File: src/sdtt_pkg.sv
// ----------------------------------------------------------------------------
// sdtt_pkg
// types, codes and the class decode shared by the seen-device tracking table
// ----------------------------------------------------------------------------
package sdtt_pkg;

  localparam int unsigned ADDR_W  = 48;
  localparam int unsigned TS_W    = 64;
  localparam int unsigned CLASS_W = 24;
  localparam int unsigned CNT_W   = 32;
  localparam int unsigned TYPE_W  = 3;
  localparam int unsigned STAT_W  = 2;
  localparam int unsigned SLOT_W  = 6;

  localparam int unsigned IN_DATA_W  = 144;
  localparam int unsigned OUT_DATA_W = 136;

  localparam int unsigned QUEUE_DEPTH = 2;

  localparam int unsigned MAJOR_SHIFT = 8;
  localparam logic [4:0]  MAJOR_MASK  = 5'h1F;

  localparam logic [TYPE_W-1:0] TYPE_NONE       = 3'd0;
  localparam logic [TYPE_W-1:0] TYPE_COMPUTER   = 3'd1;
  localparam logic [TYPE_W-1:0] TYPE_PHONE      = 3'd2;
  localparam logic [TYPE_W-1:0] TYPE_AUDIO      = 3'd3;
  localparam logic [TYPE_W-1:0] TYPE_CONTROLLER = 3'd4;
  localparam logic [TYPE_W-1:0] TYPE_UNKNOWN    = 3'd5;

  localparam logic [4:0] MAJOR_COMPUTER   = 5'd1;
  localparam logic [4:0] MAJOR_PHONE      = 5'd2;
  localparam logic [4:0] MAJOR_AUDIO      = 5'd4;
  localparam logic [4:0] MAJOR_CONTROLLER = 5'd5;

  localparam logic [STAT_W-1:0] ST_UPDATED  = 2'd0;
  localparam logic [STAT_W-1:0] ST_INSERTED = 2'd1;
  localparam logic [STAT_W-1:0] ST_FULL     = 2'd2;

  typedef struct packed {
    logic                 mode;
    logic [ADDR_W-1:0]    addr;
    logic [TS_W-1:0]      ts;
    logic [CLASS_W-1:0]   cls;
    logic [TYPE_W-1:0]    ptype;
  } item_t;

  typedef struct packed {
    logic [TS_W-1:0]      first_seen;
    logic [CNT_W-1:0]     sight_cnt;
    logic [CLASS_W-1:0]   cls;
    logic [TYPE_W-1:0]    dtype;
  } rec_t;

  function automatic logic [TYPE_W-1:0] type_from_class(input logic [CLASS_W-1:0] cls);
    logic [4:0] major;
    major = cls[MAJOR_SHIFT +: 5] & MAJOR_MASK;
    case (major)
      MAJOR_COMPUTER:   type_from_class = TYPE_COMPUTER;
      MAJOR_PHONE:      type_from_class = TYPE_PHONE;
      MAJOR_AUDIO:      type_from_class = TYPE_AUDIO;
      MAJOR_CONTROLLER: type_from_class = TYPE_CONTROLLER;
      default:          type_from_class = TYPE_UNKNOWN;
    endcase
  endfunction

endpackage

File: src/sdtt_front.sv
// ----------------------------------------------------------------------------
// sdtt_front
// unpacks an input beat, decodes the device type from the class code
// ----------------------------------------------------------------------------
module sdtt_front (
  input  logic                             in_tvalid,
  output logic                             in_tready,
  input  logic [sdtt_pkg::IN_DATA_W-1:0]   in_tdata,
  input  logic                             q_full,
  output logic                             push,
  output sdtt_pkg::item_t                  push_item
);

  logic [sdtt_pkg::CLASS_W-1:0] cls;

  assign cls       = in_tdata[136:113];
  assign in_tready = !q_full;
  assign push      = in_tvalid && !q_full;

  always_comb begin
    push_item.mode  = in_tdata[0];
    push_item.addr  = in_tdata[48:1];
    push_item.ts    = in_tdata[112:49];
    push_item.cls   = cls;
    push_item.ptype = sdtt_pkg::type_from_class(cls);
  end

endmodule

File: config.mk
export PLATFORM = sky130hd
export DESIGN_NAME = sdtt_front
export DESIGN_NICKNAME = d
export VERILOG_FILES = /design/src/sdtt_pkg.sv /design/src/sdtt_front.sv
export SDC_FILE = /design/constraint.sdc
export NUM_CORES = 1
export LEC_CHECK = 0
export BUFFER_PORTS_ARGS = -buffer_cell sky130_fd_sc_hd__buf_2
export CORE_AREA = 4 4 111 113
export DETAILED_ROUTE_END_ITERATION = 8
export DIE_AREA = 0 0 115 117
export GPL_TIMING_DRIVEN = 0
export PLACE_DENSITY = 0.52
export SLEW_MARGIN = 20
export SYNTH_ARGS = -nofsm -noshare
export SYNTH_HDL_FRONTEND = slang
export SYNTH_SLANG_ARGS = --single-unit
File: constraint.sdc
create_clock -name vclk -period 2.5
set_clock_uncertainty 0.05 [all_clocks]
set_input_delay 0.5 -clock vclk [all_inputs]
set_output_delay 0.5 -clock vclk [all_outputs]
set_load 0.1 [all_outputs]
==> summary.txt <==
Run status
  • Status: finished, final reports clean

Final layout
  • Area used by multi-input combinational logic: 73.8 µm²
  • FILL cells: 1292
  • Seq Cell Count: 0
  • Final Cell Area: 0.00203 mm²
  • Layout Nets: 445
  • Fraction of layout cells with a size suffix above 1: 97.0%
  • Area Growth Syn to Fin: 85.1%
  • Fin util: 17.9%
  • Antenna cell count: 0
  • Post-Layout Cell Count: 440
  • Clock buffers: 0
  • Register area: 0 µm²

Power and ir drop
  • Max IR drop VDD: 0.000198 V
  • Power Total: 1.18 mW
  • PD cells: 583 mW/mm²
  • Leakage: 1.27 nW

Global route
  • Total GRT Usage: 5.13%
  • Initial antenna violation count: 0
  • Grt ovf: 0
  • Vias in the first global route: 1213
  • Largest net degree at the start of global routing: 6
  • First-pass GRT wire length: 5680 µm

Worst setup path
  • Worst-path fanout max: 4
  • Worst Path Required: 1.95 ns
  • Critical Path Max Stage Delay: 0.42 ns
  • Slowest stage cell, crit path: or3_1
  • Crit path DAT: 1.55 ns
  • Cells along the critical path: buf_2 > or3_1 > nor2_2 > buf_2
  • Worst path most repeated cell: buf_2
  • Path type of the worst setup path: input pin to output pin
  • CP startpoint kind: input pin
  • Top Family by Delay on Critical Path: buffers and inverters
  • Crit end category: output pin
  • Worst Path Buf+Inv: 2

Worst hold path
  • Hold Crit Start: in_tdata[126]
  • WHS Endpoint: push_item[16]
  • Hold Crit Class: input pin to output pin
  • Hold depth: 2

Timing
  • Max Fclk: 0.476 GHz
  • Final WS setup: 0.399 ns
  • Endpoints failing setup: 0
  • Hold WS: 1.33 ns
  • Final Slew Violations: 0
  • RSZ-0062 raised after global routing: no
  • Setup TNS: 0 ns
  • Worst slew pin tran: 0.512 ns
  • Final hold violation count: 0
  • Minimum clock period: 2.10 ns
  • Period utilisation layout: 84.0%
  • Max-slew headroom: 66.1%

Clocking
  • Setup Buffers After CTS: 0
  • # hold bufs at CTS: 0
  • Post-CTS sizing: 0

Detailed routing
  • Drt via density: 2.95
  • Post-route ant nets: 0
  • Routed vias: 1298
  • WL final: 4820 µm
  • Drt wl/cell: 11.0 µm
  • First-pass iteration count of the detailed router: 2
  • Initial DRC Count: 8
  • DRC: 0

Logic synthesis
  • Area fraction of the dominant cell type after synthesis: 93.7%
  • Synthesized Nets: 294
  • Synth top area cells: buf_4 94%, a2bb2oi_1 0.80%, and3b_1 0.80%, xnor2_1 0.80%, nor2_1 0.68%
  • Average size of a mapped cell: 7.41 µm²
  • Synth Instances: 148
  • Part of the Yosys area used for sequential elements: 0%
  • Post-Syn Area: 0.00110 mm²
  • Area leader, netlist: buf_4
  • Yosys warning total: 0
  • Library cells used by synthesis: 11

Run
  • Max_cap viols: 0

Placement
  • Port-buffer cells: 149
  • Post-placement cell count: 440
  • RePlAce Congestion: 0.600
  • HPWL Detailed: 4740 µm
  • Placement Setup Slack: 0.386 ns
  • Cell Area, Placed: 0.00203 mm²

Floorplanning
  • Die Y: 117 µm
  • Die area: 0.0135 mm²
  • DIE WIDTH: 115 µm
  • Initial Util: 9.69%
  • Core Area: 0.0113 mm²
  • Total I/O pin count: 288
  • Row count: 39
## metal layers
metal / wire (µm) / track usage [%] / vias up
met1: 1370 / 5.71 / 534
met4: 0 / 0 / 0
met3: 795 / 1.13 / 0
met5: 0 / 0 / -
li1: - / - / 612
met2: 2660 / 10.5 / 152
## worst max-delay path by stage
stage             startpoint           end  slack, ns  cells past startpoint
3_3_place_gp   in_tdata[125]  push_item[1]       0.42                      4
2_1_floorplan  in_tdata[123]  push_item[0]      -0.07                      2
6_report       in_tdata[125]  push_item[1]       0.40                      4
4_1_cts        in_tdata[125]  push_item[1]       0.39                      4
3_5_place_dp   in_tdata[125]  push_item[1]       0.39                      4
5_1_grt        in_tdata[125]  push_item[1]       0.34                      4
## cells in the final DEF, fill, tap and decap left out
master and count:
or3_1 1, and3b_1 1, nor3b_1 1, inv_1 1, buf_4 137, a2bb2oi_2 1, xnor2_1 1, nor2b_1 1
o21ai_1 1, buf_2 149, nor2_2 1, nor4_1 1, nor2_1 1
## cell usage after synthesis, drive strengths merged
cell	count
buf	137
or3	1
nor3b	1
nor2b	1
and3b	1
o21ai	1
nor4	1
nor2	2
xnor2	1
inv	1
a2bb2oi	1
## report_power, final
| group | internal (mW) | switching (mW) | leakage [nW] |
|---|---|---|---|
| sequential | 0 | 0 | 0 |
| clock | 0 | 0 | 0 |
| combinational | 0.220 | 0.964 | 1.27 |
## cells by family (layout without fill, tap and decap cells)
group,Yosys count,after routing,synth area share (%)
AOI/OAI and AO/OA,2,2,1.25
xor gates and xnor gates,1,1,0.798
buffers and inverters,138,287,94.1
and+or+nand+nor,7,7,3.88
## final cells by class
| type | instances | share of cell area [%] |
|---|---|---|
| well taps | 143 | 8.81 |
| repair buffers | 149 | 36.7 |
| plain buffers | 137 | 50.6 |
| inverters | 1 | 0.185 |
| multi-input cells | 10 | 3.64 |
Note: power is estimated with default switching activity, not from simulation.
