File: src/sdtt_pkg.sv
// ----------------------------------------------------------------------------
// sdtt_pkg
// types, codes and the class decode shared by the seen-device tracking table
// ----------------------------------------------------------------------------
package sdtt_pkg;

  localparam int unsigned ADDR_W  = 48;
  localparam int unsigned TS_W    = 64;
  localparam int unsigned CLASS_W = 24;
  localparam int unsigned CNT_W   = 32;
  localparam int unsigned TYPE_W  = 3;
  localparam int unsigned STAT_W  = 2;
  localparam int unsigned SLOT_W  = 6;

  localparam int unsigned IN_DATA_W  = 144;
  localparam int unsigned OUT_DATA_W = 136;

  localparam int unsigned QUEUE_DEPTH = 2;

  localparam int unsigned MAJOR_SHIFT = 8;
  localparam logic [4:0]  MAJOR_MASK  = 5'h1F;

  localparam logic [TYPE_W-1:0] TYPE_NONE       = 3'd0;
  localparam logic [TYPE_W-1:0] TYPE_COMPUTER   = 3'd1;
  localparam logic [TYPE_W-1:0] TYPE_PHONE      = 3'd2;
  localparam logic [TYPE_W-1:0] TYPE_AUDIO      = 3'd3;
  localparam logic [TYPE_W-1:0] TYPE_CONTROLLER = 3'd4;
  localparam logic [TYPE_W-1:0] TYPE_UNKNOWN    = 3'd5;

  localparam logic [4:0] MAJOR_COMPUTER   = 5'd1;
  localparam logic [4:0] MAJOR_PHONE      = 5'd2;
  localparam logic [4:0] MAJOR_AUDIO      = 5'd4;
  localparam logic [4:0] MAJOR_CONTROLLER = 5'd5;

  localparam logic [STAT_W-1:0] ST_UPDATED  = 2'd0;
  localparam logic [STAT_W-1:0] ST_INSERTED = 2'd1;
  localparam logic [STAT_W-1:0] ST_FULL     = 2'd2;

  typedef struct packed {
    logic                 mode;
    logic [ADDR_W-1:0]    addr;
    logic [TS_W-1:0]      ts;
    logic [CLASS_W-1:0]   cls;
    logic [TYPE_W-1:0]    ptype;
  } item_t;

  typedef struct packed {
    logic [TS_W-1:0]      first_seen;
    logic [CNT_W-1:0]     sight_cnt;
    logic [CLASS_W-1:0]   cls;
    logic [TYPE_W-1:0]    dtype;
  } rec_t;

  function automatic logic [TYPE_W-1:0] type_from_class(input logic [CLASS_W-1:0] cls);
    logic [4:0] major;
    major = cls[MAJOR_SHIFT +: 5] & MAJOR_MASK;
    case (major)
      MAJOR_COMPUTER:   type_from_class = TYPE_COMPUTER;
      MAJOR_PHONE:      type_from_class = TYPE_PHONE;
      MAJOR_AUDIO:      type_from_class = TYPE_AUDIO;
      MAJOR_CONTROLLER: type_from_class = TYPE_CONTROLLER;
      default:          type_from_class = TYPE_UNKNOWN;
    endcase
  endfunction

endpackage

File: src/sdtt_queue.sv
// ----------------------------------------------------------------------------
// sdtt_queue
// short fifo of decoded sightings between the front and the table engine
// ----------------------------------------------------------------------------
module sdtt_queue (
  input  logic            clk,
  input  logic            rst_n,
  input  logic            push,
  input  sdtt_pkg::item_t push_item,
  output logic            full,
  output logic            q_valid,
  input  logic            pop,
  output sdtt_pkg::item_t pop_item
);

  localparam int unsigned PW = $clog2(sdtt_pkg::QUEUE_DEPTH);
  localparam int unsigned CW = $clog2(sdtt_pkg::QUEUE_DEPTH + 1);

  sdtt_pkg::item_t mem_r [sdtt_pkg::QUEUE_DEPTH];
  logic [PW-1:0]   wr_r, wr_nxt;
  logic [PW-1:0]   rd_r, rd_nxt;
  logic [CW-1:0]   cnt_r, cnt_nxt;

  assign full     = (cnt_r == CW'(sdtt_pkg::QUEUE_DEPTH));
  assign q_valid  = (cnt_r != '0);
  assign pop_item = mem_r[rd_r];

  always_comb begin
    wr_nxt  = wr_r;
    rd_nxt  = rd_r;
    cnt_nxt = cnt_r;
    if (push) begin
      wr_nxt = (wr_r == PW'(sdtt_pkg::QUEUE_DEPTH - 1)) ? '0 : wr_r + 1'b1;
    end
    if (pop) begin
      rd_nxt = (rd_r == PW'(sdtt_pkg::QUEUE_DEPTH - 1)) ? '0 : rd_r + 1'b1;
    end
    if (push && !pop) begin
      cnt_nxt = cnt_r + 1'b1;
    end else if (pop && !push) begin
      cnt_nxt = cnt_r - 1'b1;
    end
  end

  always_ff @(posedge clk) begin
    if (!rst_n) begin
      wr_r  <= '0;
      rd_r  <= '0;
      cnt_r <= '0;
    end else begin
      wr_r  <= wr_nxt;
      rd_r  <= rd_nxt;
      cnt_r <= cnt_nxt;
    end
  end

  always_ff @(posedge clk) begin
    if (push) begin
      mem_r[wr_r] <= push_item;
    end
  end

endmodule

File: config.mk
export PLATFORM = sky130hd
export DESIGN_NAME = sdtt_queue
export DESIGN_NICKNAME = d
export VERILOG_FILES = /design/src/sdtt_pkg.sv /design/src/sdtt_queue.sv
export SDC_FILE = /design/constraint.sdc
export NUM_CORES = 1
export LEC_CHECK = 0
export ABC_AREA = 1
export ABC_CLOCK_PERIOD_IN_PS = 10300
export BUFFER_PORTS_ARGS = -buffer_cell sky130_fd_sc_hd__buf_2
export CAP_MARGIN = 20
export CORE_UTILIZATION = 52
export CTS_BUF_LIST = sky130_fd_sc_hd__clkbuf_16
export CTS_CLUSTER_SIZE = 8
export DETAILED_ROUTE_END_ITERATION = 12
export HOLD_SLACK_MARGIN = 0.15
export MAX_ROUTING_LAYER = met4
export PLACE_DENSITY = 0.79
export SLEW_MARGIN = 10
export SYNTH_ARGS = -nofsm -noshare
export SYNTH_HDL_FRONTEND = slang
export SYNTH_SLANG_ARGS = --single-unit
File: constraint.sdc
create_clock -name clk -period 10.3 [get_ports clk]
set_input_delay 1.03 -clock clk [delete_from_list [all_inputs] [get_ports clk]]
set_output_delay 1.03 -clock clk [all_outputs]
set_load 0.01 [all_outputs]
==> flow_metrics.env <==
export IMPL_outcome="finished, final reports clean"
export IMPL_timing_critical_path_fanout_max=61
export IMPL_setup_repair_after_global_routing_missed_its_margin="no"
export IMPL_net_total_in_the_final_layout=933
export IMPL_synth_largest_area_cell="sky130_fd_sc_hd__edfxtp_1"
export IMPL_detail_route_first_pass_iterations=7
export IMPL_whs_path_depth=2
export IMPL_cp_required_ps=9270
export IMPL_drc=0
export IMPL_timing_reg2reg_worst_path_depth=3
export IMPL_cp_slowest_stage_delay_ps=800
export IMPL_max_freq_mhz=279
export IMPL_power_leakage_uw=0.00543
export IMPL_final_layout_size_suffix_gt1_share_pct=59.5
export IMPL_wire_length_of_the_first_global_routing_pass_mm=30.6
export IMPL_setup_violations=0
export IMPL_hold_start="rd_r"
export IMPL_tritoncts="built"
export IMPL_cts_hold_repair_buffers=0
export IMPL_cts_clk_slew_worst_paths_ps=50
export IMPL_post_synth_most_frequent_cells="sky130_fd_sc_hd__edfxtp_1, sky130_fd_sc_hd__mux2_4, sky130_fd_sc_hd__mux2_2, sky130_fd_sc_hd__buf_6, sky130_fd_sc_hd__nand2_1"
export IMPL_routedWlPerCell_um=18.7
export IMPL_critPathKind="reg -> out"
export IMPL_source_to_sink_clock_delay_at_the_later_pin_of_the_worst_skew_pair_ps=500
export IMPL_synth_most_common_cell="sky130_fd_sc_hd__edfxtp_1"
export IMPL_ctsResizeCount=0
export IMPL_grt_overflow=0
export IMPL_tns_setup_ps=0
export IMPL_floorplan_die_area_mm2=0.0212
export IMPL_synth_area_mm2=0.0107
export IMPL_slew_headroom_pct=28.0
export IMPL_worst_endpoint_arrival_ps=2560
export IMPL_postSynthAreaPerCell_um2=22.8
export IMPL_cap_violations=0
export IMPL_cts_buffers_inserted=41
export IMPL_period_minus_slack_ps=3590
export IMPL_place_port_buffers=285
export IMPL_postSynthCellCount=471
export IMPL_via_per_inst=5.02
export IMPL_drt_antenna_violating_nets=0
export IMPL_final_instance_count_excl_fill=1076
export IMPL_timing_worst_slew_pin_value_ps=1080
export IMPL_reg_to_reg_end="mem_r[1][98]"
export IMPL_synthesis_nets=616
export IMPL_element_type_at_the_critical_path_start="flop"
export IMPL_routability_congestion=0.797
export IMPL_critical_path_s_slowest_cell="sky130_fd_sc_hd__buf_4"
export IMPL_io_pins=286
export IMPL_cts_post_setup_buffers_inserted=0
export IMPL_placeableCoreArea_mm2=0.0202
export IMPL_num_rows=52
export IMPL_synth_sequential_area_ratio_pct=79.2
export IMPL_path_cells="buf_4 > mux2_2 > buf_2"
export IMPL_die_h_um=146
export IMPL_dpl_cell_count=1015
export IMPL_area_growth_syn_to_layout_pct=26.1
export IMPL_cts_max_level=2
export IMPL_vdd_ir_drop_max_uv=172
export IMPL_number_of_flops_mapped_to_enable_cells_by_yosys=280
export IMPL_ys_top_cells_by_area="sky130_fd_sc_hd__edfxtp_1, sky130_fd_sc_hd__mux2_4, sky130_fd_sc_hd__mux2_2, sky130_fd_sc_hd__buf_6, sky130_fd_sc_hd__dfxtp_1"
export IMPL_vias_in_the_first_global_route=5785
export IMPL_detail_route_iter0_violations=246
export IMPL_synth_cell_type_count=15
export IMPL_pin_count_of_the_biggest_net_entering_global_routing=84
export IMPL_dominantRegCellSynth="sky130_fd_sc_hd__edfxtp_1"
export IMPL_worst_setup_path_end_kind="output port"
export IMPL_worst_hold_slack_ps=510
export IMPL_track_usage_pct=19.4
export IMPL_fin_skew_ps=11.7
export IMPL_min_to="rd_r"
export IMPL_post_route_period_util_pct=34.8
export IMPL_timing_max_transition_violations_final=0
export IMPL_initial_core_utilization_pct=53.1
export IMPL_hold_viol=0
export IMPL_r2r_start="wr_r"
export IMPL_synth_largest_type_area_fraction_pct=78.2
export IMPL_share_of_flip_flops_with_an_asynchronous_set_or_reset_after_synthesis_pct=0
export IMPL_regToRegSetupSlack_ps=7960
export IMPL_route_final_wire_length_mm=20.2
export IMPL_powerDensity_mw_per_mm2=205
export IMPL_routed_via_count=5401
export IMPL_yosys_warnings=0
export IMPL_hpwlAfterDp_mm=13.3
export IMPL_clkSinkCount=285
export IMPL_ys_seq_elements=285
export IMPL_cts_root_to_sink_buffers=3
export IMPL_cts_root_buf="sky130_fd_sc_hd__clkbuf_16"
export IMPL_holdCritPathClass="reg -> reg"
export IMPL_number_of_antenna_violations_at_the_first_check_in_global_routing=2
export IMPL_die_width_um=146
[cell type report]
type	instances	area [um2]
clock inverter	16	66.3
sequential	285	8510
tap	270	338
timing repair buffer	290	1460
antenna	2	5.00
clock buffer	43	1080
inverter	8	35.0
fill	1322	6680
multi-input combinational	162	2060
[sequential cells by signal, summed over array words and instances (netlist names), named ones only]
signal	count
mem_r	280
rd_r	1
wr_r	1
cnt_r	2
[metal layers]
| metal | global-route usage [%] | routed length [um] | share of wire [%] |
|---|---|---|---|
| met1 | 21.9 | 7660 | 38 |
| met5 | - | 0 | 0 |
| met4 | 5.26 | 296 | 1.5 |
| met2 | 33.2 | 10500 | 52 |
| met3 | 6.11 | 1690 | 8.4 |
[cells in the final DEF (no fill, tap or decap), types with 2 or more instances in the layout]
cell type,n
sky130_fd_sc_hd__mux2_4,100
sky130_fd_sc_hd__buf_2,285
sky130_fd_sc_hd__nand2_1,9
sky130_fd_sc_hd__nor2_1,7
sky130_fd_sc_hd__dfxtp_1,4
sky130_fd_sc_hd__buf_4,5
sky130_fd_sc_hd__mux2_2,40
sky130_fd_sc_hd__inv_1,21
sky130_fd_sc_hd__clkbuf_16,43
sky130_fd_sc_hd__inv_6,2
sky130_fd_sc_hd__diode_2,2
sky130_fd_sc_hd__edfxtp_1,280
[critical path, delay by kind of cell (launching register included)]
kind | cells | cell delay [ps]
buffers and inverters | 2 | 940
flip-flops | 1 | 590
multiplexers | 1 | 440
[worst max-delay path by stage]
stage,from,endpoint,slack [ps],cells after the start
after floorplan,push,mem_r[0][0],2730,2
after global placement,push,mem_r[1][24],7240,4
after detailed placement,push,mem_r[1][24],7170,4
after CTS,flop,pop_item[18],6670,3
after global routing,flop,pop_item[18],6590,3
final,flop,pop_item[18],6710,3
[cell families (layout without fill, tap and decap cells)]
family | count (synthesis) | count (layout) | synth area share (%)
DFF | 285 | 285 | 79.2
muxes | 140 | 140 | 18.2
buffers and inverters | 24 | 357 | 1.76
AOI/OAI and AO/OA | 2 | 2 | 0.0931
adders and majority gates | 1 | 1 | 0.116
and+or+nand+nor | 19 | 19 | 0.699
other | 0 | 2 | 0
[report_power, final]
group	total, uW	switching [uW]	internal (uW)
clock	1150	422	733
combinational	253	127	126
sequential	1370	18.8	1350
[through the flow]
| step | power, uW | cell area [um2] | worst slack, ps | util [%] |
|---|---|---|---|---|
| global placement | 1630 | 12400 | 7240 | 61.3 |
| detailed placement | 1640 | 12400 | 7170 | 61.3 |
| floorplan | 1550 | 10700 | 2730 | - |
| global route | 2870 | 13600 | 6590 | 67.0 |
| finish | 2780 | 13600 | 6710 | 67.0 |
| CTS | 2810 | 13500 | 6670 | 67.0 |
Note: power is estimated with default switching activity, not from simulation.
